===== src/design/pcp_pkg.sv =====
// Shared constants, types and codes for the Pearson correlation pairs unit.
package pcp_pkg;

    // Input sample and set capacity
    localparam int VALUE_W   = 16;
    localparam int MAX_PAIRS = 4096;

    // Accumulator widths
    localparam int CNT_W = 13;
    localparam int SUM_W = 28;
    localparam int SQ_W  = 44;

    // Back-end arithmetic widths: variances and covariance, their products
    localparam int VAR_W  = 56;
    localparam int PROD_W = 2 * VAR_W;

    // Result format: 16 fraction bits, quotient holds r^2 * 2^32
    localparam int FRAC_W  = 16;
    localparam int QUO_W   = 2 * FRAC_W + 1;
    localparam int ROOT_W  = FRAC_W + 1;
    localparam int COEF_W  = FRAC_W + 2;
    localparam int STAT_W  = 2;

    // Divider step counter
    localparam int DIV_CNT_W = $clog2(QUO_W);
    localparam logic [DIV_CNT_W-1:0] DIV_LAST = DIV_CNT_W'(QUO_W - 1);

    // Set queue between front and back
    localparam int QDEPTH = 2;
    localparam int QPTR_W = $clog2(QDEPTH);
    localparam int QCNT_W = $clog2(QDEPTH + 1);

    typedef enum logic [STAT_W-1:0] {
        ST_OK       = 2'd0,
        ST_NO_PAIRS = 2'd1,
        ST_ZERO_VAR = 2'd2,
        ST_OVERFLOW = 2'd3
    } status_t;

    // Finished accumulator set handed from front to back
    typedef struct packed {
        logic [CNT_W-1:0] count;
        logic [SUM_W-1:0] sum_a;
        logic [SUM_W-1:0] sum_b;
        logic [SQ_W-1:0]  sq_a;
        logic [SQ_W-1:0]  sq_b;
        logic [SQ_W-1:0]  sum_ab;
        logic             overflow;
    } snap_t;

    typedef struct packed {
        logic full;
        logic empty;
    } fifo_stat_t;

    typedef struct packed {
        logic busy;
        logic done;
    } mul_stat_t;

endpackage


===== src/design/pcp_fifo.sv =====
// Short queue of finished accumulator sets between front and back.
module pcp_fifo import pcp_pkg::*; (
    input  logic       clk,
    input  logic       rst_n,
    input  logic       push,
    input  snap_t      push_data,
    input  logic       pop,
    output snap_t      pop_data,
    output fifo_stat_t stat
);

    snap_t             entry [QDEPTH];
    logic [QPTR_W-1:0] wr_ptr_reg;
    logic [QPTR_W-1:0] rd_ptr_reg;
    logic [QCNT_W-1:0] fill_reg;

    assign stat.full  = fill_reg == QCNT_W'(QDEPTH);
    assign stat.empty = fill_reg == '0;
    assign pop_data   = entry[rd_ptr_reg];

    // Entry storage
    always_ff @(posedge clk)
    begin
        if (push)
        begin
            entry[wr_ptr_reg] <= push_data;
        end
    end

    // Pointers and fill level
    always_ff @(posedge clk or negedge rst_n)
    begin
        if (!rst_n)
        begin
            wr_ptr_reg <= '0;
            rd_ptr_reg <= '0;
            fill_reg   <= '0;
        end
        else
        begin
            if (push)
            begin
                wr_ptr_reg <= (wr_ptr_reg == QPTR_W'(QDEPTH - 1)) ? '0
                                                                  : wr_ptr_reg + QPTR_W'(1);
            end
            if (pop)
            begin
                rd_ptr_reg <= (rd_ptr_reg == QPTR_W'(QDEPTH - 1)) ? '0
                                                                  : rd_ptr_reg + QPTR_W'(1);
            end
            if (push && !pop)
            begin
                fill_reg <= fill_reg + QCNT_W'(1);
            end
            else if (pop && !push)
            begin
                fill_reg <= fill_reg - QCNT_W'(1);
            end
        end
    end

    assert property (@(posedge clk) disable iff (!rst_n) push |-> !stat.full)
        else $error("set queue written while full");
    assert property (@(posedge clk) disable iff (!rst_n) pop |-> !stat.empty)
        else $error("set queue read while empty");

endmodule


===== config.mk =====
export PLATFORM = sky130hd
export DESIGN_NAME = pcp_fifo
export DESIGN_NICKNAME = d
export VERILOG_FILES = /design/src/design/pcp_pkg.sv /design/src/design/pcp_fifo.sv
export SDC_FILE = /design/constraint.sdc
export NUM_CORES = 1
export LEC_CHECK = 0
export ABC_AREA = 1
export BUFFER_PORTS_ARGS = -buffer_cell sky130_fd_sc_hd__buf_4
export CORE_UTILIZATION = 53
export DETAILED_ROUTE_END_ITERATION = 12
export GPL_TIMING_DRIVEN = 0
export HOLD_SLACK_MARGIN = 0.12
export PLACE_DENSITY = 0.84
export SLEW_MARGIN = 40
export SYNTH_ARGS = -nofsm -noshare
export SYNTH_HDL_FRONTEND = slang
export SYNTH_SLANG_ARGS = --single-unit

===== constraint.sdc =====
create_clock -name clk -period 12.25 [get_ports clk]
set_input_delay 1.225 -clock clk [delete_from_list [all_inputs] [get_ports clk]]
set_output_delay 1.225 -clock clk [all_outputs]
set_load 0.02 [all_outputs]

==> flow_metrics.py <==
metrics = {
    "status": {
        "outcome": "completed",
    },
    "critical_path": {
        "start_kind": "register",
        "rr_worst_depth": 6,
        "crit_arrival_ps": 1910,
        "critPathKind": "register to output port",
        "cp_max_fo": 10,
        "critical_path_required_ps": 11020,
        "end_kind": "output port",
    },
    "sta": {
        "tightest_slew_ps": 613,
        "holdWs_ps": 491,
        "timing.final.ws_setup_ps": 9110,
        "slew_viol_final": 0,
        "fmax_mhz": 319,
        "fin_crit_ps": 3140,
        "rsz0062_at_grt": "false",
        "post-route-period-util_pct": 25.6,
        "max_slew_margin_pct": 59.1,
        "finalSetupViolCount": 0,
        "fin_worst_skew_ps": 10.6,
        "hold_viol": 0,
    },
    "detailed_routing": {
        "drt_wl_total_um": 32100,
        "drc": 0,
        "vias": 7784,
        "vias_per_cell": 5.07,
        "drt_iter0_drc": 438,
        "routedWlPerCell_um": 20.9,
        "antenna_left": 0,
        "first_pass_iters": 4,
    },
    "cts": {
        "root_buffer": "clkbuf_16",
        "postCtsHoldBufs": 0,
        "insertion_delay_ps": 520,
        "numCtsBuffers": 42,
        "cts_setup_buffers": 0,
        "path_clk_slew_ps": 60,
        "clock_sinks": 408,
        "htreeDepth": 2,
        "cts_resized": 0,
        "cts_tree": "built",
        "clockBufferDepth": 3,
    },
    "floorplan": {
        "dieArea_sq_mm": 0.0299,
        "num_io_pins": 410,
        "die_h_um": 173,
        "die_w_um": 173,
        "initial_core_util_pct": 54.0,
        "core_area_sq_mm": 0.0287,
        "num_rows": 62,
    },
    "synth": {
        "yosys_warnings": 0,
        "synth_cell_type_count": 15,
        "synth_area_sq_mm": 0.0155,
        "synth_cells": 654,
        "syn_avg_cell_area_sq_um": 23.7,
        "ys_seq_area_share_pct": 78.9,
        "synth_seq_cells": 408,
        "syn_nets": 861,
    },
    "global_route": {
        "antenna_found_initial": 1,
        "grt-ovfl-total": 0,
        "grt_pass1_wl_um": 47700,
        "grt_usage_pct": 21.2,
        "grt_pass1_vias": 8376,
        "grt_max_degree": 76,
    },
    "cells_and_area": {
        "drive_above_1_share_pct": 61.4,
        "syn2layout_area_growth_pct": 33.6,
        "final_area_sq_mm": 0.0207,
        "largest_reg_flops": 404,
        "final_nets": 1327,
        "fillers": 1720,
    },
    "place": {
        "io_buffers": 409,
        "place_congestion": 0.799,
        "place_ws_ps": 9000,
        "place_area_sq_mm": 0.0194,
        "dp_hpwl_um": 22900,
    },
    "pwr": {
        "leakage_nw": 8.32,
        "power.density_mw_per_mm2": 246,
        "vdd_ir_drop_max_v": 0.000161,
        "total_power_mw": 5.09,
    },
    "min_path": {
        "hold_class": "primary input to async pin",
    },
    "job": {
        "drv_cap": 0,
    },
}
per-layer routing:
layer	part of all wire, %	global-route usage, %
met3	8.8	7.19
met4	3.5	8.37
met1	35	22.6
met2	53	38.5
met5	0	0
final cells by class:
cell class	instances	area [sq um]	share of cell area [%]
multi-input combinational	216	3000	14.5
antenna	1	2.50	0.0121
clock buffer	53	1160	5.58
timing repair buffer	422	3380	16.3
sequential	408	12200	59.1
clock inverter	20	178	0.858
inverter	7	33.8	0.163
tap	384	480	2.32
buffer	23	244	1.18
Yosys cell counts, drive strengths merged:
cell | number | area share (%)
buf | 23 | 1.6
inv | 7 | 0.17
nor2 | 3 | 0.073
dfrtp | 4 | 0.65
xnor2 | 1 | 0.057
ha | 1 | 0.081
nand4 | 1 | 0.040
xor2 | 2 | 0.11
nand3 | 1 | 0.032
mux2 | 202 | 19
edfxtp | 404 | 78
nand2 | 5 | 0.12
critical path, stage by stage (launching register included):
cell     delay [ps]
dfrtp_1         340
buf_6           120
buf_6           200
buf_6           210
mux2_4          340
buf_4           160
through the flow:
stage	std cells	utilization, %	TNS, ps
3_5_place_dp	1460	67.5	0
6_report	1534	72.1	0
3_3_place_gp	1447	66.4	-582000
2_1_floorplan	654	-	0
4_1_cts	1533	72.1	0
5_1_grt	1533	72.1	0
layout by cell type (no fill, tap or decap):
| cell | synthesis | final |
|---|---|---|
| clkinvlp_4 | 0 | 2 |
| edfxtp_1 | 404 | 404 |
| ha_1 | 1 | 1 |
| nand3_1 | 1 | 1 |
| mux2_2 | 32 | 32 |
| clkinv_1 | 0 | 8 |
| clkinv_2 | 0 | 5 |
| xor2_1 | 2 | 2 |
| inv_8 | 0 | 1 |
| buf_4 | 0 | 409 |
| nor2_1 | 3 | 2 |
| buf_2 | 3 | 3 |
| clkinv_4 | 0 | 2 |
| dfrtp_1 | 4 | 4 |
| bufinv_16 | 0 | 3 |
| nand4_1 | 1 | 1 |
| inv_1 | 7 | 6 |
| mux2_4 | 170 | 170 |
| buf_8 | 1 | 5 |
| clkbuf_1 | 0 | 8 |
| diode_2 | 0 | 1 |
| nor2_4 | 0 | 1 |
| clkbuf_16 | 0 | 45 |
| nand2_1 | 5 | 5 |
| buf_16 | 0 | 9 |
| xnor2_1 | 1 | 1 |
| buf_6 | 19 | 19 |
report_power, final:
group / internal [mW] / total, mW / leakage [nW] / switching [mW]
sequential: 1.85 / 1.92 / 3.84 / 0.0674
clock: 0.729 / 1.22 / 0.647 / 0.487
combinational: 0.955 / 1.96 / 3.84 / 1.00
final timing paths:
path / slack, ps / from / end
worst min register to register: 540 / fill_reg[1] / fill_reg[1]
max in group asynchronous: 11660 / rst_n / fill_reg[1]
worst min-delay path: 490 / rst_n / rd_ptr_reg
worst max-delay path: 9110 / rd_ptr_reg / pop_data[137]
min in group clk: 540 / fill_reg[1] / fill_reg[1]
worst max register to register: 9960 / wr_ptr_reg / entry[0][11]
cells by family (layout without fill, tap and decap cells):
kind of cell | count (synthesis) | after routing | share of synthesized area, %
flops | 408 | 408 | 78.9
mux | 202 | 202 | 18.8
buf+inv | 30 | 525 | 1.74
simple gates | 10 | 10 | 0.266
xor+xnor | 3 | 3 | 0.170
fa+ha+maj | 1 | 1 | 0.0807
other cells | 0 | 1 | 0
Power figures use the tool's default switching activity.
