<file path="src/design/pcp_pkg.sv">
// Shared constants, types and codes for the Pearson correlation pairs unit.
package pcp_pkg;

    // Input sample and set capacity
    localparam int VALUE_W   = 16;
    localparam int MAX_PAIRS = 4096;

    // Accumulator widths
    localparam int CNT_W = 13;
    localparam int SUM_W = 28;
    localparam int SQ_W  = 44;

    // Back-end arithmetic widths: variances and covariance, their products
    localparam int VAR_W  = 56;
    localparam int PROD_W = 2 * VAR_W;

    // Result format: 16 fraction bits, quotient holds r^2 * 2^32
    localparam int FRAC_W  = 16;
    localparam int QUO_W   = 2 * FRAC_W + 1;
    localparam int ROOT_W  = FRAC_W + 1;
    localparam int COEF_W  = FRAC_W + 2;
    localparam int STAT_W  = 2;

    // Divider step counter
    localparam int DIV_CNT_W = $clog2(QUO_W);
    localparam logic [DIV_CNT_W-1:0] DIV_LAST = DIV_CNT_W'(QUO_W - 1);

    // Set queue between front and back
    localparam int QDEPTH = 2;
    localparam int QPTR_W = $clog2(QDEPTH);
    localparam int QCNT_W = $clog2(QDEPTH + 1);

    typedef enum logic [STAT_W-1:0] {
        ST_OK       = 2'd0,
        ST_NO_PAIRS = 2'd1,
        ST_ZERO_VAR = 2'd2,
        ST_OVERFLOW = 2'd3
    } status_t;

    // Finished accumulator set handed from front to back
    typedef struct packed {
        logic [CNT_W-1:0] count;
        logic [SUM_W-1:0] sum_a;
        logic [SUM_W-1:0] sum_b;
        logic [SQ_W-1:0]  sq_a;
        logic [SQ_W-1:0]  sq_b;
        logic [SQ_W-1:0]  sum_ab;
        logic             overflow;
    } snap_t;

    typedef struct packed {
        logic full;
        logic empty;
    } fifo_stat_t;

    typedef struct packed {
        logic busy;
        logic done;
    } mul_stat_t;

endpackage

</file>
<file path="src/design/pcp_pair_if.sv">
// Valid/ready channel carrying one sample pair per item.
interface pcp_pair_if import pcp_pkg::*; ();
    logic               valid;
    logic               ready;
    logic [VALUE_W-1:0] value_a;
    logic [VALUE_W-1:0] value_b;
    logic               last_pair;

    modport source (output valid, value_a, value_b, last_pair, input ready);
    modport sink   (input valid, value_a, value_b, last_pair, output ready);
endinterface

</file>
<file path="src/design/pcp_front.sv">
// Front end: accepts pairs, accumulates count, sums, squares and products.
module pcp_front import pcp_pkg::*; (
    input  logic       clk,
    input  logic       rst_n,
    pcp_pair_if.sink   pairs,
    input  fifo_stat_t qstat,
    output logic       push,
    output snap_t      push_data
);

    logic [CNT_W-1:0] count_reg, count_next;
    logic [SUM_W-1:0] sum_a_reg, sum_a_next;
    logic [SUM_W-1:0] sum_b_reg, sum_b_next;
    logic [SQ_W-1:0]  sq_a_reg, sq_a_next;
    logic [SQ_W-1:0]  sq_b_reg, sq_b_next;
    logic [SQ_W-1:0]  sum_ab_reg, sum_ab_next;
    logic             ovf_reg, ovf_next;

    logic                 accept;
    logic                 room;
    logic [2*VALUE_W-1:0] a_sq;
    logic [2*VALUE_W-1:0] b_sq;
    logic [2*VALUE_W-1:0] ab;

    // A pair may always be taken unless the set queue is full
    assign pairs.ready = !qstat.full;
    assign accept      = pairs.valid && pairs.ready;
    assign room        = count_reg < CNT_W'(MAX_PAIRS);

    // Per-pair products
    assign a_sq = pairs.value_a * pairs.value_a;
    assign b_sq = pairs.value_b * pairs.value_b;
    assign ab   = pairs.value_a * pairs.value_b;

    // Accumulate unless the set is at capacity
    always_comb
    begin
        count_next  = count_reg;
        sum_a_next  = sum_a_reg;
        sum_b_next  = sum_b_reg;
        sq_a_next   = sq_a_reg;
        sq_b_next   = sq_b_reg;
        sum_ab_next = sum_ab_reg;
        ovf_next    = ovf_reg;
        if (room)
        begin
            count_next  = count_reg + CNT_W'(1);
            sum_a_next  = sum_a_reg + SUM_W'(pairs.value_a);
            sum_b_next  = sum_b_reg + SUM_W'(pairs.value_b);
            sq_a_next   = sq_a_reg + SQ_W'(a_sq);
            sq_b_next   = sq_b_reg + SQ_W'(b_sq);
            sum_ab_next = sum_ab_reg + SQ_W'(ab);
        end
        else
        begin
            ovf_next = 1'b1;
        end
    end

    // Last pair closes the set and hands it to the back end
    assign push               = accept && pairs.last_pair;
    assign push_data.count    = count_next;
    assign push_data.sum_a    = sum_a_next;
    assign push_data.sum_b    = sum_b_next;
    assign push_data.sq_a     = sq_a_next;
    assign push_data.sq_b     = sq_b_next;
    assign push_data.sum_ab   = sum_ab_next;
    assign push_data.overflow = ovf_next;

    always_ff @(posedge clk or negedge rst_n)
    begin
        if (!rst_n)
        begin
            count_reg  <= '0;
            sum_a_reg  <= '0;
            sum_b_reg  <= '0;
            sq_a_reg   <= '0;
            sq_b_reg   <= '0;
            sum_ab_reg <= '0;
            ovf_reg    <= 1'b0;
        end
        else if (accept)
        begin
            if (pairs.last_pair)
            begin
                count_reg  <= '0;
                sum_a_reg  <= '0;
                sum_b_reg  <= '0;
                sq_a_reg   <= '0;
                sq_b_reg   <= '0;
                sum_ab_reg <= '0;
                ovf_reg    <= 1'b0;
            end
            else
            begin
                count_reg  <= count_next;
                sum_a_reg  <= sum_a_next;
                sum_b_reg  <= sum_b_next;
                sq_a_reg   <= sq_a_next;
                sq_b_reg   <= sq_b_next;
                sum_ab_reg <= sum_ab_next;
                ovf_reg    <= ovf_next;
            end
        end
    end

endmodule

</file>
<file path="src/flat_wrapper.sv">
// flat-port wrapper written by rule: the top's interface ports become plain ports
module pcp_front_flat import pcp_pkg::*;
  (clk, rst_n, qstat, push, push_data, pairs_valid, pairs_value_a, pairs_value_b, pairs_last_pair, pairs_ready);
  pcp_pair_if pairs_i ();
  input  logic clk;
  input  logic rst_n;
  input  fifo_stat_t qstat;
  output logic push;
  output snap_t push_data;
  input wire logic [$bits(pairs_i.valid)-1:0] pairs_valid;
  input wire logic [$bits(pairs_i.value_a)-1:0] pairs_value_a;
  input wire logic [$bits(pairs_i.value_b)-1:0] pairs_value_b;
  input wire logic [$bits(pairs_i.last_pair)-1:0] pairs_last_pair;
  output wire logic [$bits(pairs_i.ready)-1:0] pairs_ready;
  assign pairs_i.valid = pairs_valid;
  assign pairs_i.value_a = pairs_value_a;
  assign pairs_i.value_b = pairs_value_b;
  assign pairs_i.last_pair = pairs_last_pair;
  assign pairs_ready = pairs_i.ready;
  pcp_front u_core (.clk(clk), .rst_n(rst_n), .pairs(pairs_i), .qstat(qstat), .push(push), .push_data(push_data));
endmodule
</file>
<file path="config.mk">
export PLATFORM = sky130hd
export DESIGN_NAME = pcp_front_flat
export DESIGN_NICKNAME = d
export VERILOG_FILES = /design/src/design/pcp_pkg.sv /design/src/design/pcp_pair_if.sv /design/src/design/pcp_front.sv /design/src/flat_wrapper.sv
export SDC_FILE = /design/constraint.sdc
export NUM_CORES = 2
export LEC_CHECK = 0
export ABC_AREA = 1
export BUFFER_PORTS_ARGS = -buffer_cell sky130_fd_sc_hd__buf_4
export CAP_MARGIN = 15
export CORE_MARGIN = 1
export CORE_UTILIZATION = 35
export CTS_CLUSTER_SIZE = 14
export DETAILED_ROUTE_END_ITERATION = 8
export PLACE_DENSITY = 0.57
export RECOVER_POWER = 100
export SLEW_MARGIN = 10
export SYNTH_ARGS = -nofsm -noshare
export SYNTH_HDL_FRONTEND = slang
export SYNTH_SLANG_ARGS = --single-unit
</file>
<file path="constraint.sdc">
create_clock -name clk -period 9.05 [get_ports clk]
set_input_delay 0.905 -clock clk [delete_from_list [all_inputs] [get_ports clk]]
set_output_delay 0.905 -clock clk [all_outputs]
set_load 0.03 [all_outputs]
</file>
==> results.txt <==
GR Overflow Total -> 0
Number of fill cells -> 13.3k
Hold Path Origin -> u_core.sq_a_reg[30]
Worst Path Arrival -> 7020 ps
CP Class -> in2out
Post-synth top area cell -> fa_1
Mapped Cells -> 6322
Min Tclk post-route -> 7920 ps
Hold-fix buffers at CTS -> 0
Fin. Hold Viols -> 0
Core ar. -> 122000 µm²
Post-CTS Setup Inserts -> 0
Clock insertion delay at the later pin of the skew report -> 660 ps
Initial Util -> 0.354
Cts bufs inserted -> 31
Average wire per standard cell -> 15.8 µm
Worst r2r src -> u_core.count_reg[12]
Global Route Usage Sum -> 0.207
TritonCTS clock tree -> done
Kind of cell adding the most delay to the critical path -> adder cells
P&R area growth vs syn -> 7.82%
Pre-Repair DR Iteration Count -> 6
Yosys reg bits -> 202
Synthesized area per cell -> 6.86 µm²
Syn Nets -> 7331
ANT nets after route -> 0
Final setup margin -> 1130 ps
Crit. End Element -> primary output
Critical path buffer and inverter count -> 8
Synth async-reset ratio -> 1.00
First-pass GRT wire length -> 207000 µm
Via count -> 37.7k
Clock Path Buffers -> 3
Setup WS pre-CTS -> 1260 ps
Post-route cell area -> 46700 µm²
CP cell instances -> buf_4 > nand2_1 > fa_1 > fa_1 > fa_1 > inv_1 > fa_1 > fa_1 > inv_1 > fa_1 > inv_1 > ha_1 > nand2_1 > nand2_1 > inv_1 > nand2_1 > inv_1 > nand3_1 > xnor2_1 > nand2_1 > o21ai_0 > inv_1 > clkbuf_1
Share of layout cells above drive strength 1 -> 0.0407
Min-Delay Path Class -> reg2reg
Fmax achieved -> 0.126 GHz
Outcome -> finished, violations left
Max_cap viols -> 11
CTS H-tree depth -> 1
Gpl congestion -> 0.917
Placed cell areas -> 46600 µm²
Synth cell count leaders -> 1874 x nand2_1, 1774 x inv_1, 610 x fa_1
Clk slew on worst S/H paths -> 50 ps
Startpoint Class -> input port
Critical path data required time -> 8150 ps
Synthesized cell area -> 43400 µm²
Final WL -> 127000 µm
Slew Viols, Final -> 615
IO Pins -> 242
Port Buffers -> 240
NumNets Final -> 7423
Failing checks -> max-capacitance violations, max-slew violations
Slew margin rel. -> -2.51
Clk sinks -> 202
Post-synth EDFFs -> 0
DRC viols -> 0
Setup Viol. Count Final -> 0
Initial DRC Count -> 1976
R2R Setup Slk -> 3300 ps
Crit path max-delay cell type -> fa_1
Tcrit/Tclk final -> 0.875
Root buf cell -> clkbuf_16
Skew final -> 20.9 ps
Slew @ Worst Pin -> 5260 ps
Synth area leaders -> fa_1 28%, nand2_1 16%, inv_1 15%
Hold Path Depth -> 2
Top-count cell post-synth -> nand2_1
Die area -> 125000 µm²
R2R Path End -> u_core.count_reg[9]
Vias in the first global route -> 38.9k
Chip width -> 354 µm
Vias/cell -> 4.67
Multi-input logic area -> 30600 µm²
Unrepaired setup endpoints after global routing -> false
Pin count of the biggest net entering global routing -> 154
Yosys Warn Count -> 0
Sequential share of the synthesized area -> 0.117
FF+latch area -> 5060 µm²
Main synth FF type -> dfrtp_1
Top-area cell type share of the netlist area -> 0.282
Synth unique cells -> 48
CP max FO -> 34
Reg2reg path depth -> 9
WHS Endpoint -> u_core.sq_a_reg[30]
# rows -> 128
Slowest stage delay, CP -> 540 ps
Setup TNS -> 0 ps
Die H -> 354 µm
CTS resizes -> 0
HPWL Detailed -> 99900 µm
Initial antenna violation count -> 2
## layer usage
layer | up-vias | routed length [µm] | global-route usage
met2 | 674 | 62100 | 0.365
met1 | 18300 | 56300 | 0.267
met4 | 0 | 3940 | 0.0593
met5 | - | 0 | 0
li1 | 18600 | - | -
met3 | 144 | 5050 | 0.0192
## worst max path at each step
| stage | startpoint | end | slack, ps | depth (start not counted) |
|---|---|---|---|---|
| final | pairs_value_a[11] | push_data[14] | 1130 | 23 |
| after global routing | pairs_value_b[11] | push_data[86] | 790 | 27 |
| after detailed placement | pairs_value_a[8] | push_data[120] | 1260 | 24 |
| after global placement | pairs_value_a[8] | push_data[120] | 1260 | 24 |
| after CTS | pairs_value_a[8] | push_data[120] | 1220 | 24 |
| after floorplan | pairs_value_b[13] | push_data[75] | 2070 | 25 |
## worst min-delay path, stage by stage, from the launching register on
cell	delay [ps]
dfrtp_1	330
nand2_1	50
nand2_1	60
## final cells by class
cell class / count / area share
clock buffers: 40 / 0.0182
repair buffers: 253 / 0.0277
well taps: 1625 / 0.0435
flip-flops and latches: 202 / 0.108
diodes: 4 / 0.000214
multi-input cells: 4131 / 0.655
clock inverters: 13 / 0.00286
inverters: 1795 / 0.144
## placed cells by master, fill, tap and decap left out, drive strengths merged, types with 4 or more instances in the layout
cell	synthesis	final
nand3b	19	19
nand2b	4	4
a22o	19	19
o22ai	43	43
diode	0	4
a21o	4	4
inv	1795	1795
a31o	6	6
fa	610	610
clkinv	0	10
o21bai	19	19
nor3	31	31
dfrtp	202	202
a21oi	155	155
nand2	1922	1922
clkbuf	149	206
nor2	292	292
or2	46	46
o21ai	186	186
o21a	5	5
ha	361	361
nand4	21	21
nand3	271	271
nor4	17	17
xor2	35	35
xnor2	24	24
and2	31	31
buf	45	87
o211ai	6	6
## metrics by stage
step	utilization	hold WS [ps]	instances
floorplan	-	449	6322
global placement	0.380	461	8006
detailed placement	0.380	466	8006
CTS	0.389	223	8059
global route	0.382	501	8061
finish	0.382	479	8063
## logic make-up (layout without fill, tap and decap cells)
group           after synthesis  in the layout  share of synthesized area
buf+inv                    1989           2101                      0.173
simple gates               2656           2656                      0.255
flops                       202            202                      0.117
compound gates              445            445                     0.0573
fa+ha+maj                   971            971                      0.386
xor+xnor                     59             59                     0.0119
other cells                   0              4                          0
Power is left out: the tool's default activity adds up to more than one toggle a clock period on the data nets, which glitch-free logic cannot reach.
