### config.mk
export PLATFORM = sky130hd
export DESIGN_NAME = pcp_back_flat
export DESIGN_NICKNAME = d
export VERILOG_FILES = /design/src/design/pcp_pkg.sv /design/src/design/pcp_result_if.sv /design/src/design/pcp_mul.sv /design/src/design/pcp_back.sv /design/src/flat_wrapper.sv
export SDC_FILE = /design/constraint.sdc
export NUM_CORES = 2
export LEC_CHECK = 0
export ABC_AREA = 0
export BUFFER_PORTS_ARGS = -buffer_cell sky130_fd_sc_hd__clkbuf_2
export CORE_UTILIZATION = 25
export DETAILED_ROUTE_END_ITERATION = 12
export GPL_TIMING_DRIVEN = 0
export MAX_ROUTING_LAYER = met4
export SLEW_MARGIN = 25
export SYNTH_ARGS = -nofsm -noshare
export SYNTH_HDL_FRONTEND = slang
export SYNTH_SLANG_ARGS = --single-unit
### constraint.sdc
create_clock -name clk -period 21 [get_ports clk]
set_clock_uncertainty 0.1 [all_clocks]
set_input_delay 1.05 -clock clk [delete_from_list [all_inputs] [get_ports clk]]
set_output_delay 1.05 -clock clk [all_outputs]
set_load 0.005 [all_outputs]
### src/design/pcp_pkg.sv
// Shared constants, types and codes for the Pearson correlation pairs unit.
package pcp_pkg;

    // Input sample and set capacity
    localparam int VALUE_W   = 16;
    localparam int MAX_PAIRS = 4096;

    // Accumulator widths
    localparam int CNT_W = 13;
    localparam int SUM_W = 28;
    localparam int SQ_W  = 44;

    // Back-end arithmetic widths: variances and covariance, their products
    localparam int VAR_W  = 56;
    localparam int PROD_W = 2 * VAR_W;

    // Result format: 16 fraction bits, quotient holds r^2 * 2^32
    localparam int FRAC_W  = 16;
    localparam int QUO_W   = 2 * FRAC_W + 1;
    localparam int ROOT_W  = FRAC_W + 1;
    localparam int COEF_W  = FRAC_W + 2;
    localparam int STAT_W  = 2;

    // Divider step counter
    localparam int DIV_CNT_W = $clog2(QUO_W);
    localparam logic [DIV_CNT_W-1:0] DIV_LAST = DIV_CNT_W'(QUO_W - 1);

    // Set queue between front and back
    localparam int QDEPTH = 2;
    localparam int QPTR_W = $clog2(QDEPTH);
    localparam int QCNT_W = $clog2(QDEPTH + 1);

    typedef enum logic [STAT_W-1:0] {
        ST_OK       = 2'd0,
        ST_NO_PAIRS = 2'd1,
        ST_ZERO_VAR = 2'd2,
        ST_OVERFLOW = 2'd3
    } status_t;

    // Finished accumulator set handed from front to back
    typedef struct packed {
        logic [CNT_W-1:0] count;
        logic [SUM_W-1:0] sum_a;
        logic [SUM_W-1:0] sum_b;
        logic [SQ_W-1:0]  sq_a;
        logic [SQ_W-1:0]  sq_b;
        logic [SQ_W-1:0]  sum_ab;
        logic             overflow;
    } snap_t;

    typedef struct packed {
        logic full;
        logic empty;
    } fifo_stat_t;

    typedef struct packed {
        logic busy;
        logic done;
    } mul_stat_t;

endpackage

### src/design/pcp_result_if.sv
// Valid/ready channel carrying one correlation result per item.
interface pcp_result_if import pcp_pkg::*; ();
    logic                     valid;
    logic                     ready;
    logic signed [COEF_W-1:0] coefficient;
    logic [STAT_W-1:0]        status;
    logic [CNT_W-1:0]         pair_count;

    modport source (output valid, coefficient, status, pair_count, input ready);
    modport sink   (input valid, coefficient, status, pair_count, output ready);
endinterface

### src/design/pcp_mul.sv
// Shift-add multiplier: one multiplier bit per cycle, stops early when done.
module pcp_mul import pcp_pkg::*; (
    input  logic              clk,
    input  logic              rst_n,
    input  logic              start,
    input  logic [VAR_W-1:0]  op_a,
    input  logic [VAR_W-1:0]  op_b,
    output logic [PROD_W-1:0] product,
    output mul_stat_t         stat
);

    logic              run_reg;
    logic [PROD_W-1:0] a_reg;
    logic [VAR_W-1:0]  b_reg;
    logic [PROD_W-1:0] acc_reg;

    assign stat.busy = run_reg;
    assign stat.done = run_reg && (b_reg == '0);
    assign product   = acc_reg;

    always_ff @(posedge clk or negedge rst_n)
    begin
        if (!rst_n)
        begin
            run_reg <= 1'b0;
        end
        else if (start)
        begin
            run_reg <= 1'b1;
        end
        else if (stat.done)
        begin
            run_reg <= 1'b0;
        end
    end

    // Operand shifting and partial product accumulation
    always_ff @(posedge clk)
    begin
        if (start)
        begin
            a_reg   <= PROD_W'(op_a);
            b_reg   <= op_b;
            acc_reg <= '0;
        end
        else if (run_reg && (b_reg != '0))
        begin
            if (b_reg[0])
            begin
                acc_reg <= acc_reg + a_reg;
            end
            a_reg <= a_reg << 1;
            b_reg <= b_reg >> 1;
        end
    end

    assert property (@(posedge clk) disable iff (!rst_n) start |-> !run_reg)
        else $error("multiplier started while busy");

endmodule

### src/design/pcp_back.sv
// Back end: forms variances and covariance, divides and takes the root per set.
module pcp_back import pcp_pkg::*; (
    input  logic        clk,
    input  logic        rst_n,
    input  fifo_stat_t  qstat,
    input  snap_t       pop_data,
    output logic        pop,
    pcp_result_if.source results
);

    typedef enum logic [2:0] {
        S_IDLE,
        S_MUL_GO,
        S_MUL_WAIT,
        S_DIV,
        S_SQRT,
        S_FINISH
    } state_t;

    typedef enum logic [2:0] {
        OP_NQA,
        OP_SASA,
        OP_NQB,
        OP_SBSB,
        OP_NP,
        OP_SASB,
        OP_VAVB,
        OP_CC
    } mul_op_t;

    state_t                   state_reg;
    mul_op_t                  op_reg;
    logic [DIV_CNT_W-1:0]     div_cnt_reg;
    logic                     out_valid_reg;
    logic signed [COEF_W-1:0] coef_reg;
    status_t                  status_reg;
    logic [CNT_W-1:0]         count_reg;

    // Datapath registers
    snap_t             snap_reg;
    logic [VAR_W-1:0]  t0_reg;
    logic [VAR_W-1:0]  va_reg;
    logic [VAR_W-1:0]  vb_reg;
    logic [VAR_W-1:0]  cmag_reg;
    logic              neg_reg;
    logic [PROD_W-1:0] d_reg;
    logic [PROD_W-1:0] rem_reg;
    logic [QUO_W-1:0]  dsh_reg;
    logic [QUO_W-1:0]  quo_reg;
    logic [ROOT_W-1:0] root_reg;
    logic [ROOT_W-1:0] rbit_reg;

    // Multiplier hookup
    logic              mul_start;
    logic [VAR_W-1:0]  mul_a;
    logic [VAR_W-1:0]  mul_b;
    logic [PROD_W-1:0] mul_prod;
    mul_stat_t         mstat;
    logic [VAR_W-1:0]  prod_lo;

    // Combinational helpers
    logic [VAR_W-1:0]    diff_lo;
    logic                neg_now;
    logic [VAR_W-1:0]    cmag_now;
    logic                zero_var;
    logic [PROD_W:0]     div_trial;
    logic [PROD_W+1:0]   div_diff;
    logic                div_take;
    logic [ROOT_W-1:0]   root_trial;
    logic [2*ROOT_W-1:0] root_sq;
    logic                root_fits;
    logic signed [COEF_W-1:0] root_ext;
    logic signed [COEF_W-1:0] coef_now;
    status_t             status_now;
    logic                out_free;

    pcp_mul u_mul (
        .clk     (clk),
        .rst_n   (rst_n),
        .start   (mul_start),
        .op_a    (mul_a),
        .op_b    (mul_b),
        .product (mul_prod),
        .stat    (mstat)
    );

    assign mul_start = state_reg == S_MUL_GO;
    assign prod_lo   = mul_prod[VAR_W-1:0];
    assign pop       = (state_reg == S_IDLE) && !qstat.empty;

    // Operand select; the shorter operand goes to the shifted side
    always_comb
    begin
        unique case (op_reg)
            OP_NQA:
            begin
                mul_a = VAR_W'(snap_reg.sq_a);
                mul_b = VAR_W'(snap_reg.count);
            end
            OP_SASA:
            begin
                mul_a = VAR_W'(snap_reg.sum_a);
                mul_b = VAR_W'(snap_reg.sum_a);
            end
            OP_NQB:
            begin
                mul_a = VAR_W'(snap_reg.sq_b);
                mul_b = VAR_W'(snap_reg.count);
            end
            OP_SBSB:
            begin
                mul_a = VAR_W'(snap_reg.sum_b);
                mul_b = VAR_W'(snap_reg.sum_b);
            end
            OP_NP:
            begin
                mul_a = VAR_W'(snap_reg.sum_ab);
                mul_b = VAR_W'(snap_reg.count);
            end
            OP_SASB:
            begin
                mul_a = VAR_W'(snap_reg.sum_a);
                mul_b = VAR_W'(snap_reg.sum_b);
            end
            OP_VAVB:
            begin
                mul_a = va_reg;
                mul_b = vb_reg;
            end
            OP_CC:
            begin
                mul_a = cmag_reg;
                mul_b = cmag_reg;
            end
            default:
            begin
                mul_a = '0;
                mul_b = '0;
            end
        endcase
    end

    // n*Q - S*S and the signed covariance magnitude
    assign diff_lo  = t0_reg - prod_lo;
    assign neg_now  = t0_reg < prod_lo;
    assign cmag_now = neg_now ? (prod_lo - t0_reg) : diff_lo;
    assign zero_var = (va_reg == '0) || (vb_reg == '0);

    // Restoring division step: c^2 * 2^32 / (vA * vB)
    assign div_trial = {rem_reg, dsh_reg[QUO_W-1]};
    assign div_diff  = {1'b0, div_trial} - {2'b00, d_reg};
    assign div_take  = !div_diff[PROD_W+1];

    // Square root step, one result bit per cycle from the top
    assign root_trial = root_reg | rbit_reg;
    assign root_sq    = root_trial * root_trial;
    assign root_fits  = root_sq <= (2*ROOT_W)'(quo_reg);

    // Result fields
    assign root_ext = COEF_W'(root_reg);
    assign coef_now = neg_reg ? -root_ext : root_ext;
    assign out_free = !out_valid_reg || results.ready;

    always_comb
    begin
        priority if (snap_reg.overflow)
        begin
            status_now = ST_OVERFLOW;
        end
        else if (snap_reg.count == '0)
        begin
            status_now = ST_NO_PAIRS;
        end
        else if (zero_var)
        begin
            status_now = ST_ZERO_VAR;
        end
        else
        begin
            status_now = ST_OK;
        end
    end

    assign results.valid       = out_valid_reg;
    assign results.coefficient = coef_reg;
    assign results.status      = status_reg;
    assign results.pair_count  = count_reg;

    // Sequencer and result register
    always_ff @(posedge clk or negedge rst_n)
    begin
        if (!rst_n)
        begin
            state_reg     <= S_IDLE;
            op_reg        <= OP_NQA;
            div_cnt_reg   <= '0;
            out_valid_reg <= 1'b0;
            coef_reg      <= '0;
            status_reg    <= ST_OK;
            count_reg     <= '0;
        end
        else
        begin
            // In S_FINISH the result register is reloaded below instead
            if (results.valid && results.ready && (state_reg != S_FINISH))
            begin
                out_valid_reg <= 1'b0;
            end
            unique case (state_reg)
                S_IDLE:
                begin
                    if (!qstat.empty)
                    begin
                        state_reg <= S_MUL_GO;
                        op_reg    <= OP_NQA;
                    end
                end
                S_MUL_GO:
                begin
                    state_reg <= S_MUL_WAIT;
                end
                S_MUL_WAIT:
                begin
                    if (mstat.done)
                    begin
                        unique case (op_reg)
                            OP_NQA:
                            begin
                                op_reg    <= OP_SASA;
                                state_reg <= S_MUL_GO;
                            end
                            OP_SASA:
                            begin
                                op_reg    <= OP_NQB;
                                state_reg <= S_MUL_GO;
                            end
                            OP_NQB:
                            begin
                                op_reg    <= OP_SBSB;
                                state_reg <= S_MUL_GO;
                            end
                            OP_SBSB:
                            begin
                                op_reg    <= OP_NP;
                                state_reg <= S_MUL_GO;
                            end
                            OP_NP:
                            begin
                                op_reg    <= OP_SASB;
                                state_reg <= S_MUL_GO;
                            end
                            OP_SASB:
                            begin
                                if (zero_var)
                                begin
                                    state_reg <= S_FINISH;
                                end
                                else
                                begin
                                    op_reg    <= OP_VAVB;
                                    state_reg <= S_MUL_GO;
                                end
                            end
                            OP_VAVB:
                            begin
                                op_reg    <= OP_CC;
                                state_reg <= S_MUL_GO;
                            end
                            OP_CC:
                            begin
                                div_cnt_reg <= '0;
                                state_reg   <= S_DIV;
                            end
                            default:
                            begin
                                state_reg <= S_IDLE;
                            end
                        endcase
                    end
                end
                S_DIV:
                begin
                    if (div_cnt_reg == DIV_LAST)
                    begin
                        state_reg <= S_SQRT;
                    end
                    else
                    begin
                        div_cnt_reg <= div_cnt_reg + DIV_CNT_W'(1);
                    end
                end
                S_SQRT:
                begin
                    if (rbit_reg[0])
                    begin
                        state_reg <= S_FINISH;
                    end
                end
                S_FINISH:
                begin
                    if (out_free)
                    begin
                        out_valid_reg <= 1'b1;
                        coef_reg      <= coef_now;
                        status_reg    <= status_now;
                        count_reg     <= snap_reg.count;
                        state_reg     <= S_IDLE;
                    end
                end
                default:
                begin
                    state_reg <= S_IDLE;
                end
            endcase
        end
    end

    // Arithmetic datapath
    always_ff @(posedge clk)
    begin
        if (pop)
        begin
            snap_reg <= pop_data;
        end
        if ((state_reg == S_MUL_WAIT) && mstat.done)
        begin
            unique case (op_reg)
                OP_NQA, OP_NQB, OP_NP:
                begin
                    t0_reg <= prod_lo;
                end
                OP_SASA:
                begin
                    va_reg <= diff_lo;
                end
                OP_SBSB:
                begin
                    vb_reg <= diff_lo;
                end
                OP_SASB:
                begin
                    neg_reg  <= neg_now;
                    cmag_reg <= cmag_now;
                    root_reg <= '0;
                end
                OP_VAVB:
                begin
                    d_reg <= mul_prod;
                end
                OP_CC:
                begin
                    rem_reg  <= PROD_W'(mul_prod[PROD_W-1:1]);
                    dsh_reg  <= {mul_prod[0], (QUO_W-1)'(0)};
                    quo_reg  <= '0;
                    root_reg <= '0;
                    rbit_reg <= {1'b1, (ROOT_W-1)'(0)};
                end
                default:
                begin
                    t0_reg <= t0_reg;
                end
            endcase
        end
        if (state_reg == S_DIV)
        begin
            rem_reg <= div_take ? div_diff[PROD_W-1:0] : div_trial[PROD_W-1:0];
            dsh_reg <= dsh_reg << 1;
            quo_reg <= {quo_reg[QUO_W-2:0], div_take};
        end
        if (state_reg == S_SQRT)
        begin
            if (root_fits)
            begin
                root_reg <= root_trial;
            end
            rbit_reg <= rbit_reg >> 1;
        end
    end

    assert property (@(posedge clk) disable iff (!rst_n)
        (state_reg == S_DIV) |-> (rem_reg < d_reg))
        else $error("division remainder not below divisor");
    assert property (@(posedge clk) disable iff (!rst_n)
        (state_reg == S_SQRT) |-> $onehot(rbit_reg))
        else $error("root bit marker lost");
    assert property (@(posedge clk) disable iff (!rst_n)
        (out_valid_reg && (status_reg == ST_NO_PAIRS || status_reg == ST_ZERO_VAR))
        |-> (coef_reg == '0))
        else $error("nonzero coefficient on degenerate set");

endmodule

### src/flat_wrapper.sv
// flat-port wrapper written by rule: the top's interface ports become plain ports
module pcp_back_flat import pcp_pkg::*;
  (clk, rst_n, qstat, pop_data, pop, results_valid, results_coefficient, results_status, results_pair_count, results_ready);
  pcp_result_if results_i ();
  input  logic clk;
  input  logic rst_n;
  input  fifo_stat_t qstat;
  input  snap_t pop_data;
  output logic pop;
  output wire logic [$bits(results_i.valid)-1:0] results_valid;
  output wire logic [$bits(results_i.coefficient)-1:0] results_coefficient;
  output wire logic [$bits(results_i.status)-1:0] results_status;
  output wire logic [$bits(results_i.pair_count)-1:0] results_pair_count;
  input wire logic [$bits(results_i.ready)-1:0] results_ready;
  assign results_valid = results_i.valid;
  assign results_coefficient = results_i.coefficient;
  assign results_status = results_i.status;
  assign results_pair_count = results_i.pair_count;
  assign results_i.ready = results_ready;
  pcp_back u_core (.clk(clk), .rst_n(rst_n), .qstat(qstat), .pop_data(pop_data), .pop(pop), .results(results_i));
endmodule
==> results.yml <==
drt:
  firstDrtPassIters: 6
  highest_layer: "met4"
  drc: 0
  drtAntennaViolNets: 0
  vias: 58080
  drt_wl_total_mm: 252.0
  drt_iter0_markers: 6226
  viasPerCell: 5.022
  wl_met1_mm: 112.3
  dr_wl_met3_mm: 19.71
  wl_met2_mm: 112.4
  routedWlPerCell_um: 21.79
floorplanning:
  io_pins: 242
  fp.dieH_um: 533.0
  die_area_sq_um: 284000
  coreArea_sq_um: 279900
  die_w_um: 533.0
  num_rows: 194
  initial_core_util: 0.2518
timing:
  grt_setup_unrepaired: "false"
  slew_violations: 0
  period_needed_ns: 11.60
  slew_headroom: 0.1441
  period_share: 0.5524
  finalSetupViolCount: 0
  fmaxAchievable_mhz: 86.20
  hold_viol_final: 0
  worst_slew_pin_slew_ns: 1.272
worst_setup_path:
  cp_max_fo: 10
  cpMaxStageDelayCell: "nor3_2"
  arrival_ns: 12.23
  start_kind: "register"
  critPathBufInv: 8
  critPathTopFamily: "adder cells"
  cp_common_cell: "fa_1"
  required_ns: 21.63
  crit_path_end_kind: "register"
  criticalPathCategory: "reg -> reg"
  crit_path_max_incr_delay_ns: 0.64
clocking:
  cts_setup_buffers: 0
  root_buffer: "clkbuf_16"
  ctsResizeCount: 0
  max-clock-path-buffers: 3
  cts.clk_slew.worst_paths_ns: 0.06
  ctsHtreeMaxLevel: 3
  clkSinkCount: 1046
  clk-insertion-delay-late_ns: 0.80
  cts_buffers: 115
  cts_tree: "done"
  cts_hold_buffers: 0
grt:
  grt_max_degree: 48
  grt_first_pass_wirelength_mm: 368.8
  grt_pass1_vias: 55830
  grt_usage: 0.1770
  antenna_found_initial: 18
  overflow: 0
logic_synthesis:
  syn_inst: 7305
  synth_seq_cells: 1046
  netlist-cell-type-count: 110
  syn_nets: 8182
  synth_area_sq_um: 70480
  ys_seq_area_frac: 0.4159
  synth-edff-count: 813
  yosysWarnings: 0
  avgSynthCellArea_sq_um: 9.648
  async_flop_share: 0.04493
  ys.flop_type: "edfxtp_1"
cells_and_area:
  area_growth_syn_to_layout_pct: 15.51
  final_nets: 8604
  finalCoreUtilization: 0.2909
  drive_gt1_frac: 0.1014
  largest_reg_flops: 202
  num-fill-cells: 29540
placement:
  place_congestion: 0.9947
  io_buffers: 240
  hpwl_mm: 202.1
run_status:
  status: "complete, no violations"
job:
  maxCapViolations: 0
min_path:
  worst_hold_path_type: "in -> async"
==> layer usage <==
metal | up-vias | track usage
met1 | 28590 | 0.2388
met5 | - | -
met3 | 352 | 0.02830
met4 | 0 | 0.05071
li1 | 26930 | -
met2 | 2208 | 0.2721
==> metrics by stage <==
step                      cell area (sq um)  setup slack [ns]  setup TNS, ns  std cells  hold WS (ns)
final                                 81410             9.399              0      11570        0.2318
after global routing                  81390             8.802              0      11560        0.2681
after CTS                             81370             9.400              0      11550        0.2112
after detailed placement              77300             9.428              0      11330        0.3802
after global placement                76340            -1.835        -263.98      11270        0.3853
after floorplan                       70480             6.678              0       7305        0.3507
==> final timing paths <==
path,startpoint,end,slack (ns),cells after the start
max,u_core.rbit_reg[11]$_SDFFCE_PN0P_,u_core.root_reg[6]$_DFF_P_,9.40,39
min,rst_n,u_core.results.pair_count[3]$_DFFE_PN0P_,0.23,1
max reg2reg,u_core.rbit_reg[11]$_SDFFCE_PN0P_,u_core.root_reg[6]$_DFF_P_,9.40,39
min reg2reg,u_core.u_mul.a_reg[104]$_SDFFE_PP0P_,u_core.u_mul.a_reg[105]$_SDFFE_PP0P_,0.39,2
max in group asynchronous,rst_n,u_core.state_reg[0]$_DFFE_PN0P_,20.04,1
min in group clk,pop_data[9],u_core.snap_reg[9]$_DFFE_PP_,0.33,1
==> kinds of logic (layout without fill, tap and decap cells) <==
family,Yosys count,count (layout),share of synthesized area
AOI/OAI and AO/OA,2079,2079,0.1873
xor gates and xnor gates,366,366,0.04548
adders and majority gates,674,674,0.1404
buffers and inverters,1019,1543,0.05724
DFF,1046,1046,0.4159
muxes,238,238,0.03540
other,0,12,0
and+or+nand+nor,1883,1883,0.1183
==> layout by cell type (no fill, tap or decap), types with 32 or more instances in the layout <==
| cell | count |
|---|---|
| nor3_1 | 64 |
| dfrtp_1 | 47 |
| o211ai_1 | 36 |
| edfxtp_1 | 813 |
| a211oi_1 | 34 |
| nand4_1 | 120 |
| mux2i_1 | 175 |
| clkbuf_16 | 119 |
| nor2b_1 | 44 |
| o21ai_1 | 34 |
| mux2_2 | 60 |
| a221oi_1 | 43 |
| xnor2_1 | 219 |
| nor4_1 | 66 |
| nand2_1 | 738 |
| clkbuf_1 | 280 |
| a211oi_2 | 44 |
| o31ai_1 | 66 |
| dfxtp_1 | 186 |
| o21a_1 | 50 |
| clkbuf_2 | 256 |
| fa_1 | 196 |
| buf_4 | 46 |
| o21ai_0 | 476 |
| nand3_1 | 67 |
| inv_1 | 635 |
| and2_1 | 42 |
| ha_1 | 474 |
| a31oi_1 | 45 |
| buf_2 | 51 |
| nor2_1 | 591 |
| and3_1 | 32 |
| nand2b_1 | 35 |
| o21bai_1 | 85 |
| a21oi_1 | 712 |
| o22ai_1 | 50 |
| xor2_1 | 147 |
| a21o_1 | 196 |
==> Yosys cell counts, types with 48 or more instances <==
| cell | instances | area [sq um] |
|---|---|---|
| xnor2_1 | 219 | 1918 |
| ha_1 | 474 | 5931 |
| mux2_2 | 60 | 675.7 |
| nand4_1 | 120 | 750.7 |
| nor3_1 | 66 | 330.3 |
| xor2_1 | 147 | 1287 |
| buf_2 | 48 | 240.2 |
| edfxtp_1 | 813 | 24410 |
| o21a_1 | 50 | 375.4 |
| a21oi_1 | 712 | 3563 |
| o22ai_1 | 51 | 319.1 |
| mux2i_1 | 175 | 1752 |
| clkbuf_1 | 274 | 1028 |
| a21o_1 | 196 | 1471 |
| nand2_1 | 738 | 2770 |
| fa_1 | 196 | 3924 |
| nand3_1 | 67 | 335.3 |
| o21ai_0 | 477 | 2387 |
| inv_1 | 635 | 2384 |
| nor4_1 | 71 | 444.2 |
| nor2_1 | 597 | 2241 |
| o31ai_1 | 66 | 495.5 |
| o21bai_1 | 85 | 638.1 |
| dfxtp_1 | 186 | 3724 |
==> area by class of cell <==
class	count	area (sq um)	area share
clock buffers	152	3212	0.03945
repair buffers	305	2048	0.02516
clock inverters	67	849.6	0.01044
plain buffers	375	1638	0.02012
diodes	12	30.03	0.0003689
flip-flops and latches	1046	29310	0.3601
inverters	644	2420	0.02973
multi-input cells	5240	37240	0.4574
well taps	3724	4659	0.05724
==> worst register-to-register path: cells and delay by family, from the launching register on <==
| family | cells | cell delay [ns] |
|---|---|---|
| fa+ha+maj | 8 | 3.72 |
| compound gates | 15 | 3.69 |
| buf+inv | 8 | 1.90 |
| simple gates | 8 | 1.72 |
| flops | 1 | 0.41 |
Power is not shown: default switching activity piles up to over one toggle a cycle in this logic, so the estimate is an artifact.
